--- config.mk ---
export PLATFORM = sky130hd
export DESIGN_NAME = lts_ram
export DESIGN_NICKNAME = d
export VERILOG_FILES = /design/src/rtl/lts_ram.sv
export SDC_FILE = /design/constraint.sdc
export NUM_CORES = 1
export LEC_CHECK = 0
export CAP_MARGIN = 10
export CORE_AREA = 5 5 94 96
export DETAILED_ROUTE_END_ITERATION = 10
export DIE_AREA = 0 0 99 101
export DONT_BUFFER_PORTS = 1
export HOLD_SLACK_MARGIN = 0.03
export PLACE_DENSITY = 0.82
export SETUP_SLACK_MARGIN = 0.2
export SYNTH_ARGS = -nofsm -noshare
export SYNTH_HDL_FRONTEND = slang
export SYNTH_SLANG_ARGS = --single-unit
--- constraint.sdc ---
create_clock -name clk -period 2.81 [get_ports clk]
set_input_delay 0.1405 -clock clk [delete_from_list [all_inputs] [get_ports clk]]
set_output_delay 0.1405 -clock clk [all_outputs]
set_load 0.02 [all_outputs]
--- src/rtl/lts_ram.sv ---
// Generic single write, single read RAM with registered read data.
// No dependencies.
module lts_ram #(
	parameter int W     = 8,
	parameter int DEPTH = 16
) (
	input  logic                     clk,
	input  logic                     we,
	input  logic [$clog2(DEPTH)-1:0] waddr,
	input  logic [W-1:0]             wdata,
	input  logic [$clog2(DEPTH)-1:0] raddr,
	output logic [W-1:0]             rdata
);
	logic [W-1:0] mem [DEPTH];

	always_ff @(posedge clk) begin
		if (we) begin
			mem[waddr] <= wdata;
		end
		rdata <= mem[raddr];
	end
endmodule

======== Word level (Yosys, flattened, before mapping) ========
Memory sizes are Yosys's and may differ from the RTL's. A register that Yosys moved wholly into a read port is not among the register bits.
Cells that the tools add are included.
storage, ports and cells
  bits in registers ....................... 0
  memory bits (writable) .................. 128
  input bits .............................. 18
  memories ................................ 1
operators by class
  mux-type cells .......................... 2
memory list
  memory  words  width  rd ports  clocked after memory_dff  write ports  line  source
  mem     16     8      1         1                         1            14    logic [W-1:0] mem [DEPTH];
operators by type and width
  cell    number
  $mux 1  2

======== Depth between registers and ports, before layout ========
  depth after elaboration ................. 2
  depth in mapped cells ................... 5
  depth with buffers taken out ............ 3

======== Worst setup path before layout ========
No wires, ideal clock.
  kind .................................... input port to flip-flop
  start point ............................. input port waddr[2]
  end point ............................... memory mem[0][0], enable pin
  setup time .............................. 0.383 ns
  data arrival time ....................... 1.250 ns
  slack ................................... 1.177 ns
  stages on the path ...................... 2
  cells stage by stage .................... or3b_2 nor3_1
RTL lines
  element             line  source
  start: declaration  9     input logic [$clog2(DEPTH)-1:0] waddr,
  end: declaration    14
No word-level cell before the write port.

==> flow_metrics.env <==
export IMPL_yosysWarnings=0
export IMPL_tightest_slew_ns=0.926
export IMPL_synth_yosys_seq_area_share_pct=77.8
export IMPL_hold_viol=0
export IMPL_netlist_instances=229
export IMPL_grt_usage_pct=21.9
export IMPL_grt_overflow_total=0
export IMPL_setup_tns_ns=0
export IMPL_rsz0062_at_grt="no"
export IMPL_fin_worst_skew_ns=0.00801
export IMPL_syn_avg_cell_area_um2=22.5
export IMPL_start_util_pct=64.6
export IMPL_drt_initial_drc_count=243
export IMPL_dieArea_mm2=0.0100
export IMPL_drtPass1Iterations=5
export IMPL_path_delay_family="buffers and inverters"
export IMPL_critPathMaxStageDelay_ns=0.58
export IMPL_min_path_type="primary input to register"
export IMPL_path_common_cell="dlygate4sd3_1"
export IMPL_cp_arrival_ns=2.73
export IMPL_insertion_delay_ns=0.50
export IMPL_p_leak_nw=1.97
export IMPL_power_mw=4.63
export IMPL_cts_htree_levels=4
export IMPL_final_common_cell="edfxtp_1"
export IMPL_dp_slack_ns=1.23
export IMPL_setup_violations=0
export IMPL_slew_headroom_pct=38.0
export IMPL_pwr_density_cell_mw_per_mm2=773
export IMPL_fin_hold_ws_ns=0.0483
export IMPL_cts_made_buffers=17
export IMPL_worst_path_max_fanout=1
export IMPL_layoutNonFillerInstCount=378
export IMPL_period_needed_ns=2.35
export IMPL_clock_tree_buffer_depth=2
export IMPL_clockRootBuffer="clkbuf_8"
export IMPL_cts_sinks=136
export IMPL_io_pins=26
export IMPL_path_cells="mux4_1 -> dlygate4sd3_1 -> a22oi_1 -> dlygate4sd3_1 -> nand2_1"
export IMPL_via_per_inst=6.53
export IMPL_die_w_um=99
export IMPL_critPathCaptureType="register"
export IMPL_ir_drop_mv=0.555
export IMPL_cts_resized=0
export IMPL_grt_max_degree=27
export IMPL_dp_cells=328
export IMPL_fin_area_mm2=0.00599
export IMPL_dp_hpwl_um=5610
export IMPL_die_height_um=101
export IMPL_slowest_stage="dlygate4sd3_1"
export IMPL_final_cell_mix="edfxtp_1, mux4_2, a22oi_1, clkbuf_16, dlygate4sd3_1"
export IMPL_tritoncts="done"
export IMPL_globalplace_congestion=0.786
export IMPL_antenna_found_initial=1
export IMPL_area_growth_pct=16.3
export IMPL_totalWireLength_um=9880
export IMPL_timing_final_ws_setup_ns=0.461
export IMPL_first_global_vias=2623
export IMPL_yosysUniqueCellTypes=19
export IMPL_path_class="register to register"
export IMPL_maxSlewViolCount=0
export IMPL_syn_num_nets=247
export IMPL_cp_start_kind="register"
export IMPL_wl_per_cell_um=26.1
export IMPL_routed_via_count=2467
export IMPL_dpl_instance_area_mm2=0.00522
export IMPL_postCtsSetupBuffers=0
export IMPL_cp_buffers_inverters=2
export IMPL_nets=277
export IMPL_fmax_mhz=426
export IMPL_ys_ff_latch=136
export IMPL_io_buffers=0
export IMPL_clkTransAtPathRegs_ns=0.06
export IMPL_grt_pass1_wl_um=15300
export IMPL_syn_area_mm2=0.00515
export IMPL_core_mm2=0.00797
export IMPL_antenna_left=0
export IMPL_timing_max_cap_violations=0
export IMPL_outcome="finished clean"
export IMPL_post_route_util_pct=75.1
export IMPL_critPathRequiredTime_ns=3.19
export IMPL_row_count=33
export IMPL_fin_crit_sh_pct=83.6
export IMPL_route_detailed_drc=0
export IMPL_drive_gt1_share_pct=18.8
## cells in the mapped netlist
cell             number  area, um^2
clkdlybuf4s25_2       3        30.0
edfxtp_1            128        3840
and2_1                1        6.26
mux4_1               14         368
nand3b_1              2        15.0
or3b_2                1        8.76
nand2b_1              2        12.5
nor2b_1               1        6.26
a22oi_1              16         120
buf_4                 1        7.51
nor3_1                4        20.0
mux4_2               18         405
buf_2                 3        15.0
dfxtp_1               8         160
nand2_1               9        33.8
nor2_1               13        48.8
nand3_1               1        5.00
buf_6                 3        33.8
and2b_1               1        7.51
## worst reg2reg max path: stages (launching register included)
cell           delay (ns)
edfxtp_1             0.37
mux4_1               0.49
dlygate4sd3_1        0.57
a22oi_1              0.18
dlygate4sd3_1        0.58
nand2_1              0.05
## report_power, final
group | total, mW | internal, mW | switching [mW] | leakage [nW]
registers | 2.30 | 2.27 | 0.0322 | 1.22
clock network | 2.14 | 1.39 | 0.752 | 0.283
logic | 0.179 | 0.0827 | 0.0964 | 0.467
## worst paths after layout
check,from,end,slack (ns),cells past startpoint
setup / recovery,mem[9][3]$_DFFE_PP_,rdata[3]$_DFF_P_,0.46,5
hold reg to reg,mem[15][0]$_DFFE_PP_,rdata[0]$_DFF_P_,0.69,3
setup reg to reg,mem[9][3]$_DFFE_PP_,rdata[3]$_DFF_P_,0.46,5
hold / removal,raddr[0],rdata[6]$_DFF_P_,0.05,3
## routing by layer
metal	global-route usage, %	vias to the layer above	wire, um
met2	35.0	164	5050
li1	-	1035	-
met5	0	-	0
met3	7.82	16	992
met1	28.0	1252	3640
met4	8.30	0	197
## kinds of logic (layout without fill, tap and decap cells)
| group | after synthesis | after routing | share of synthesized area (%) |
|---|---|---|---|
| other | 0 | 1 | 0 |
| AOI/OAI and AO/OA | 16 | 16 | 2.33 |
| muxes | 32 | 32 | 15.0 |
| DFF | 136 | 136 | 77.8 |
| buffers and inverters | 10 | 53 | 1.68 |
| and+or+nand+nor | 35 | 35 | 3.18 |
## area by class of cell
class | count | area, um^2
Sequential cell | 136 | 4000
Fill cell | 431 | 1980
Multi-Input combinational cell | 83 | 1060
Clock buffer | 23 | 457
Timing Repair Buffer | 21 | 210
Tap cell | 105 | 131
Clock inverter | 9 | 125
Antenna cell | 1 | 2.50
## flip-flops by register name, summed over array words and instances, names as in the netlist
| register | flops |
|---|---|
| rdata | 8 |
| mem | 128 |
## what timing repair did
action,CTS,global route
setup endpoints to repair,0,0
hold buffers,17,0
endpoints found under the hold margin,159,0
(Power assumes the default switching activity.)
